==> config.mk <==
export PLATFORM = sky130hd
export DESIGN_NAME = comment_marker_scanner_unit_flat
export DESIGN_NICKNAME = d
export VERILOG_FILES = /design/src/sv/cms_pkg.sv /design/src/sv/cms_if.sv /design/src/sv/comment_marker_scanner_unit.sv /design/src/sv/cms_cell.sv /design/src/sv/cms_out_buf.sv /design/src/flat_wrapper.sv
export SDC_FILE = /design/constraint.sdc
export NUM_CORES = 1
export LEC_CHECK = 0
export ABC_AREA = 1
export BUFFER_PORTS_ARGS = -buffer_cell sky130_fd_sc_hd__buf_2
export CAP_MARGIN = 5
export CORE_UTILIZATION = 57
export CTS_BUF_LIST = sky130_fd_sc_hd__clkbuf_16
export DETAILED_ROUTE_END_ITERATION = 10
export PLACE_DENSITY_LB_ADDON = 0.08
export SYNTH_ARGS = -nofsm -noshare
export SYNTH_HDL_FRONTEND = slang
export SYNTH_HIERARCHICAL = 1
export SYNTH_SLANG_ARGS = --single-unit
==> constraint.sdc <==
create_clock -name i_clk -period 5.1 [get_ports i_clk]
set_input_delay 1.02 -clock i_clk [delete_from_list [all_inputs] [get_ports i_clk]]
set_output_delay 1.02 -clock i_clk [all_outputs]
set_load 0.01 [all_outputs]
==> src/sv/cms_pkg.sv <==
package cms_pkg;

    typedef logic [7:0] t_byte;

    localparam int MARKER_MAX  = 32;
    localparam int OFFSET_BITS = 16;

    localparam t_byte CHAR_NUL   = 8'h00;
    localparam t_byte CHAR_SLASH = 8'h2F;
    localparam t_byte CHAR_STAR  = 8'h2A;

    // 22-byte binding-map marker; bytes past it are zero and never match
    localparam t_byte MARKER_TEXT [MARKER_MAX] = '{
        8'h4E, 8'h47, 8'h46, 8'h5F, 8'h4E, 8'h41, 8'h54, 8'h49,
        8'h56, 8'h45, 8'h5F, 8'h42, 8'h49, 8'h4E, 8'h44, 8'h49,
        8'h4E, 8'h47, 8'h5F, 8'h4D, 8'h41, 8'h50, 8'h00, 8'h00,
        8'h00, 8'h00, 8'h00, 8'h00, 8'h00, 8'h00, 8'h00, 8'h00
    };

    // data: window byte held by a cell
    // flag: this byte and all younger ones match the head of the marker
    typedef struct packed {
        logic  flag;
        t_byte data;
    } t_cell_link;

    typedef struct packed {
        logic shift;
        logic clear;
    } t_cell_ctrl;

    typedef struct packed {
        logic                   found;
        logic [OFFSET_BITS-1:0] offset;
        logic                   overflow;
    } t_result;

    function automatic t_byte marker_byte(input int idx);
        t_byte b;
        b = CHAR_NUL;
        if (idx >= 0 && idx < MARKER_MAX) begin
            b = MARKER_TEXT[idx];
        end
        return b;
    endfunction

endpackage

==> src/sv/cms_if.sv <==
interface cms_char_if;
    import cms_pkg::*;

    logic  valid;
    logic  ready;
    t_byte char_in;

    modport source (output valid, output char_in, input ready);
    modport sink   (input valid, input char_in, output ready);
endinterface

interface cms_result_if;
    import cms_pkg::*;

    logic                   valid;
    logic                   ready;
    logic                   found;
    logic [OFFSET_BITS-1:0] offset;
    logic                   overflow;

    modport source (output valid, output found, output offset, output overflow, input ready);
    modport sink   (input valid, input found, input offset, input overflow, output ready);
endinterface

==> src/sv/comment_marker_scanner_unit.sv <==
// Output: each result word is registered in the output buffer before it leaves.
// Throughput: one text byte per cycle; the window is a chain of byte cells that all shift
//   together and carry a running match flag, so the marker compare never takes extra cycles.
// Input stalls only when two result words wait at the output (output register plus skid).
// Reset: i_rst_n is synchronous, active low; it empties the window, clears the comment,
//   count, fill and match state and drops any pending result.
module comment_marker_scanner_unit
    import cms_pkg::*;
#(
    parameter int MARKER_LEN    = 22,
    parameter int POSITION_BITS = 16
) (
    input logic              i_clk,
    input logic              i_rst_n,
    cms_char_if.sink         i_char,
    cms_result_if.source     o_result
);

    localparam int FILL_BITS = $clog2(MARKER_LEN + 1);
    localparam logic [FILL_BITS-1:0] FILL_FULL = FILL_BITS'(MARKER_LEN);
    localparam logic [POSITION_BITS-1:0] COUNT_MAX = {POSITION_BITS{1'b1}};

    // window chain: cell 0 holds the oldest byte, the new byte enters at the top
    t_cell_link w_link [MARKER_LEN+1];
    t_cell_link w_next [MARKER_LEN];
    t_cell_ctrl w_ctrl;

    logic                     r_inside;
    logic                     n_inside;
    logic                     r_matched;
    logic                     n_matched;
    logic                     r_sat;
    logic                     n_sat;
    logic [POSITION_BITS-1:0] r_count;
    logic [POSITION_BITS-1:0] n_count;
    logic [FILL_BITS-1:0]     r_fill;
    logic [FILL_BITS-1:0]     n_fill;

    logic    w_in_ready;
    logic    w_fire;
    logic    w_is_nul;
    logic    w_open;
    logic    w_close;
    logic    w_res_valid;
    t_result w_res;
    t_result w_out;

    assign w_fire   = i_char.valid && w_in_ready;
    assign w_is_nul = (i_char.char_in == CHAR_NUL);

    // advance the window on every counted byte; a zero byte wipes it
    always_comb begin
        w_ctrl.shift = w_fire && !w_is_nul && !r_matched;
        w_ctrl.clear = w_fire && w_is_nul;
    end

    // the top of the chain sees the incoming byte and an always-true match run
    assign w_link[MARKER_LEN].data = i_char.char_in;
    assign w_link[MARKER_LEN].flag = 1'b1;

    for (genvar k = 0; k < MARKER_LEN; k++) begin : g_cell
        cms_cell u_cell (
            .i_clk   (i_clk),
            .i_rst_n (i_rst_n),
            .i_ctrl  (w_ctrl),
            .i_char  (i_char.char_in),
            .i_ref   (marker_byte(MARKER_LEN - 1 - k)),
            .i_link  (w_link[k+1]),
            .o_link  (w_link[k]),
            .o_next  (w_next[k])
        );
    end

    // comment delimiters are judged on the window after this byte is shifted in
    assign w_open  = (w_next[0].data == CHAR_SLASH) && (w_next[1].data == CHAR_STAR);
    assign w_close = (w_next[0].data == CHAR_STAR) && (w_next[1].data == CHAR_SLASH);

    always_comb begin
        n_inside    = r_inside;
        n_matched   = r_matched;
        n_sat       = r_sat;
        n_count     = r_count;
        n_fill      = r_fill;
        w_res_valid = 1'b0;
        w_res       = '0;

        if (w_fire) begin
            if (w_is_nul) begin
                // end of string: report not-found unless a match already went out
                w_res_valid    = !r_matched;
                w_res.overflow = r_sat;
                n_inside       = 1'b0;
                n_matched      = 1'b0;
                n_sat          = 1'b0;
                n_count        = '0;
                n_fill         = '0;
            end else if (!r_matched) begin
                // hold the counter at its top and flag the overflow
                if (r_count == COUNT_MAX) begin
                    n_sat = 1'b1;
                end else begin
                    n_count = r_count + 1'b1;
                end
                if (r_fill != FILL_FULL) begin
                    n_fill = r_fill + 1'b1;
                end
                if (n_fill == FILL_FULL) begin
                    if (!r_inside) begin
                        n_inside = w_open;
                    end else if (w_close) begin
                        n_inside = 1'b0;
                    end else if (w_next[0].flag) begin
                        n_matched      = 1'b1;
                        w_res_valid    = 1'b1;
                        w_res.found    = 1'b1;
                        w_res.offset   = OFFSET_BITS'(n_count);
                        w_res.overflow = n_sat;
                    end
                end
            end
        end
    end

    always_ff @(posedge i_clk) begin
        if (!i_rst_n) begin
            r_inside  <= 1'b0;
            r_matched <= 1'b0;
            r_sat     <= 1'b0;
            r_count   <= '0;
            r_fill    <= '0;
        end else begin
            r_inside  <= n_inside;
            r_matched <= n_matched;
            r_sat     <= n_sat;
            r_count   <= n_count;
            r_fill    <= n_fill;
        end
    end

    cms_out_buf u_out_buf (
        .i_clk    (i_clk),
        .i_rst_n  (i_rst_n),
        .i_valid  (w_res_valid),
        .i_result (w_res),
        .o_ready  (w_in_ready),
        .o_valid  (o_result.valid),
        .o_result (w_out),
        .i_ready  (o_result.ready)
    );

    assign i_char.ready      = w_in_ready;
    assign o_result.found    = w_out.found;
    assign o_result.offset   = w_out.offset;
    assign o_result.overflow = w_out.overflow;

endmodule

==> src/sv/cms_cell.sv <==
module cms_cell
    import cms_pkg::*;
(
    input  logic       i_clk,
    input  logic       i_rst_n,
    input  t_cell_ctrl i_ctrl,
    input  t_byte      i_char,
    input  t_byte      i_ref,
    input  t_cell_link i_link,
    output t_cell_link o_link,
    output t_cell_link o_next
);

    t_cell_link r_link;
    t_cell_link n_link;
    t_cell_link w_shifted;

    // take the neighbor's byte; extend its match run if the new word fits here
    always_comb begin
        w_shifted.data = i_link.data;
        w_shifted.flag = i_link.flag && (i_char == i_ref);
    end

    always_comb begin
        n_link = r_link;
        if (i_ctrl.clear) begin
            n_link = '0;
        end else if (i_ctrl.shift) begin
            n_link = w_shifted;
        end
    end

    always_ff @(posedge i_clk) begin
        if (!i_rst_n) begin
            r_link <= '0;
        end else begin
            r_link <= n_link;
        end
    end

    assign o_link = r_link;
    assign o_next = w_shifted;

endmodule

==> src/sv/cms_out_buf.sv <==
module cms_out_buf
    import cms_pkg::*;
(
    input  logic    i_clk,
    input  logic    i_rst_n,
    input  logic    i_valid,
    input  t_result i_result,
    output logic    o_ready,
    output logic    o_valid,
    output t_result o_result,
    input  logic    i_ready
);

    logic    r_out_valid;
    logic    n_out_valid;
    t_result r_out;
    t_result n_out;
    logic    r_skid_valid;
    logic    n_skid_valid;
    t_result r_skid;
    t_result n_skid;
    logic    w_take;

    assign w_take = r_out_valid && i_ready;

    always_comb begin
        n_out_valid  = r_out_valid;
        n_out        = r_out;
        n_skid_valid = r_skid_valid;
        n_skid       = r_skid;
        if (r_skid_valid) begin
            if (w_take) begin
                n_out        = r_skid;
                n_skid_valid = 1'b0;
            end
        end else if (i_valid) begin
            if (!r_out_valid || w_take) begin
                n_out_valid = 1'b1;
                n_out       = i_result;
            end else begin
                n_skid_valid = 1'b1;
                n_skid       = i_result;
            end
        end else if (w_take) begin
            n_out_valid = 1'b0;
        end
    end

    always_ff @(posedge i_clk) begin
        if (!i_rst_n) begin
            r_out_valid  <= 1'b0;
            r_skid_valid <= 1'b0;
        end else begin
            r_out_valid  <= n_out_valid;
            r_skid_valid <= n_skid_valid;
        end
    end

    always_ff @(posedge i_clk) begin
        r_out  <= n_out;
        r_skid <= n_skid;
    end

    assign o_ready  = !r_skid_valid;
    assign o_valid  = r_out_valid;
    assign o_result = r_out;

endmodule

==> src/flat_wrapper.sv <==
// flat-port wrapper written by rule: the top's interface ports become plain ports
module comment_marker_scanner_unit_flat import cms_pkg::*;
#(
    parameter int MARKER_LEN    = 22,
    parameter int POSITION_BITS = 16
)
  (i_clk, i_rst_n, i_char_valid, i_char_char_in, i_char_ready, o_result_valid, o_result_found, o_result_offset, o_result_overflow, o_result_ready);
  cms_char_if i_char_i ();
  cms_result_if o_result_i ();
  input logic i_clk;
  input logic i_rst_n;
  input wire logic [$bits(i_char_i.valid)-1:0] i_char_valid;
  input wire logic [$bits(i_char_i.char_in)-1:0] i_char_char_in;
  output wire logic [$bits(i_char_i.ready)-1:0] i_char_ready;
  output wire logic [$bits(o_result_i.valid)-1:0] o_result_valid;
  output wire logic [$bits(o_result_i.found)-1:0] o_result_found;
  output wire logic [$bits(o_result_i.offset)-1:0] o_result_offset;
  output wire logic [$bits(o_result_i.overflow)-1:0] o_result_overflow;
  input wire logic [$bits(o_result_i.ready)-1:0] o_result_ready;
  assign i_char_i.valid = i_char_valid;
  assign i_char_i.char_in = i_char_char_in;
  assign i_char_ready = i_char_i.ready;
  assign o_result_valid = o_result_i.valid;
  assign o_result_found = o_result_i.found;
  assign o_result_offset = o_result_i.offset;
  assign o_result_overflow = o_result_i.overflow;
  assign o_result_i.ready = o_result_ready;
  comment_marker_scanner_unit #(.MARKER_LEN(MARKER_LEN), .POSITION_BITS(POSITION_BITS)) u_core (.i_clk(i_clk), .i_rst_n(i_rst_n), .i_char(i_char_i), .o_result(o_result_i));
endmodule
==> results.yml <==
timing:
  finalHoldViolations: 0
  period_needed_ps: 3280
  tns_ps: 0
  setup_viol: 0
  fin_skew_ps: 18.8
  rsz0062_at_grt: "no"
  max_freq_mhz: 304
  max_slew_margin_pct: 50.2
  finalMaxSlewViolations: 0
  tightest_slew_ps: 746
  min_period_over_period_pct: 64.4
power_and_ir_drop:
  cellPowerDensity_mw_per_mm2: 263
  ir_drop_v: 0.000229
  p_leak_nw: 8.08
  total_power_w: 0.00424
clock_tree:
  clock_latency_ps: 530
  clock_sinks: 251
  numCtsBuffers: 26
  clkTransAtPathRegs_ps: 60
  cts-root-buf: "clkbuf_16"
  clockBufferDepth: 3
  post_cts_buffers: 0
  htreeDepth: 1
  cts_tree: "done"
  hold_buffers: 0
  postCtsResizedCells: 0
yosys:
  syn_avg_cell_area_um2: 6.61
  syn_area_mm2: 0.0138
  yosysWarnings: 6
  synth_cells: 2087
die:
  ios: 32
  core-area_mm2: 0.0236
  num_rows: 56
  start_util_pct: 58.4
  die-area_mm2: 0.0248
  chipHeight_um: 158
  fp.dieW_um: 158
critical_path:
  cp.arrival_ps: 3430
  r2r_slack_ps: 2000
  endpoint_kind: "flop"
  cp.required_ps: 5250
  startpoint_type: "input port"
  crit_type: "input port to flop"
  critPathMaxFanout: 24
grt:
  grt_start_max_net_pins: 110
  grt_usage_pct: 23.0
  grt_pass1_wl_um: 47500
  grt_pass1_vias: 11104
  antenna_found_initial: 0
  overflow: 0
final_layout:
  fill_cells: 2148
  area_growth_pct: 16.9
  drive_gt1_share_pct: 10.3
  final_nets: 2433
  antenna_cells: 0
  fin_area_mm2: 0.0161
min_path:
  hp-class: "flop to flop"
detailed_routing:
  num_vias: 12077
  drc: 0
  routedWlPerCell_um: 9.84
  vias_per_cell: 4.38
  dr.pass1.iters: 5
  drt_wl_total_um: 27100
  drt_iter0_markers: 641
  ant_nets: 0
placement:
  placed_cell_area_mm2: 0.0153
  routabilityCongestion: 0.775
  io_buffers: 31
  dp_hpwl_um: 19000
flow_run:
  drv_cap: 0
outcome:
  status: "finished clean"
==> registers in the layout (all words and copies together) (netlist names) <==
name                           flops
u_core/u_out_buf/o_result         18
u_core/u_out_buf/r_skid_valid      1
u_core/r_inside                    1
u_core/r_count                    16
u_core/u_out_buf/o_valid           1
u_core/g_cell.u_cell/o_link      189
u_core/r_fill                      5
u_core/u_out_buf/r_skid           18
u_core/r_sat                       1
u_core/r_matched                   1
==> through the flow <==
stage	setup slack, ps	instances	hold slack (ps)	utilization (%)
3_5_place_dp	1280	2709	449	64.9
4_1_cts	1830	2757	460	68.3
6_report	1820	2757	459	68.3
5_1_grt	1530	2757	477	68.3
3_3_place_gp	1360	2709	447	64.9
2_1_floorplan	1730	2394	436	-
==> per-layer routing <==
metal  GRT usage (%)  vias up  part of all wire (%)
met4            4.85        0                   1.4
met3            2.38       30                   2.5
met2            44.1      119                    50
met1            27.4     5278                    46
li1                -     6650                     -
met5               0        -                     0
==> report_power, final <==
group | internal, W | switching [W]
clock | 0.00101 | 0.000762
combinational | 0.000131 | 0.000305
sequential | 0.00202 | 0.0000105
total | 0.00316 | 0.00108
==> cell usage in the layout (no fill, tap or decap), types with 2 or more instances in the layout <==
| cell type | instances |
|---|---|
| a21boi_2 | 22 |
| a21oi_1 | 194 |
| a21oi_2 | 22 |
| buf_12 | 2 |
| buf_2 | 31 |
| buf_4 | 11 |
| clkbuf_16 | 27 |
| clkinv_1 | 3 |
| clkinv_2 | 2 |
| conb_1 | 309 |
| dfxtp_1 | 215 |
| edfxtp_1 | 36 |
| ha_1 | 3 |
| inv_1 | 385 |
| inv_2 | 24 |
| nand2_1 | 817 |
| nand3_1 | 23 |
| nand3_2 | 49 |
| nand3_4 | 2 |
| nand4_1 | 5 |
| nor2_1 | 99 |
| nor2_2 | 45 |
| nor2_4 | 2 |
| o21ai_0 | 45 |
| or2_2 | 3 |
| xnor2_1 | 2 |
| xor2_1 | 44 |
==> final cells by class <==
type / count / area (um^2) / area share [%]
clock inverter: 21 / 134 / 0.830
tap: 319 / 399 / 2.47
timing repair buffer: 44 / 278 / 1.72
sequential: 251 / 5390 / 33.4
inverter: 398 / 1490 / 9.26
clock buffer: 27 / 676 / 4.19
multi-input combinational: 1697 / 7770 / 48.2
==> path summary, 6_finish.rpt <==
| kind | cells past startpoint | endpoint | start |
|---|---|---|---|
| worst max-delay path | 13 | u_core/u_out_buf/r_skid[0]$_DFFE_PP_ | i_char_char_in[2] |
| worst min-delay path | 2 | u_core/g_cell[16].u_cell/o_link[3]$_SDFFE_PP0P_ | u_core/g_cell[17].u_cell/o_link[3]$_SDFFE_PP0P_ |
| worst max register to register | 9 | u_core/g_cell[9].u_cell/o_link[8]$_SDFFE_PP0P_ | u_core/u_out_buf/r_skid_valid$_SDFF_PN0_ |
| worst min register to register | 2 | u_core/g_cell[16].u_cell/o_link[3]$_SDFFE_PP0P_ | u_core/g_cell[17].u_cell/o_link[3]$_SDFFE_PP0P_ |
==> worst max-delay path, cell delays in order <==
cell     delay [ps]
buf_2           320
xor2_1          250
nor2_2          150
nand3_2          70
inv_1           100
nand2_1          70
nor2_1          240
nand3_4         240
a21oi_1         250
inv_1            60
nor2_1           90
nand2_1          80
inv_1           470
(Power assumes the default switching activity.)
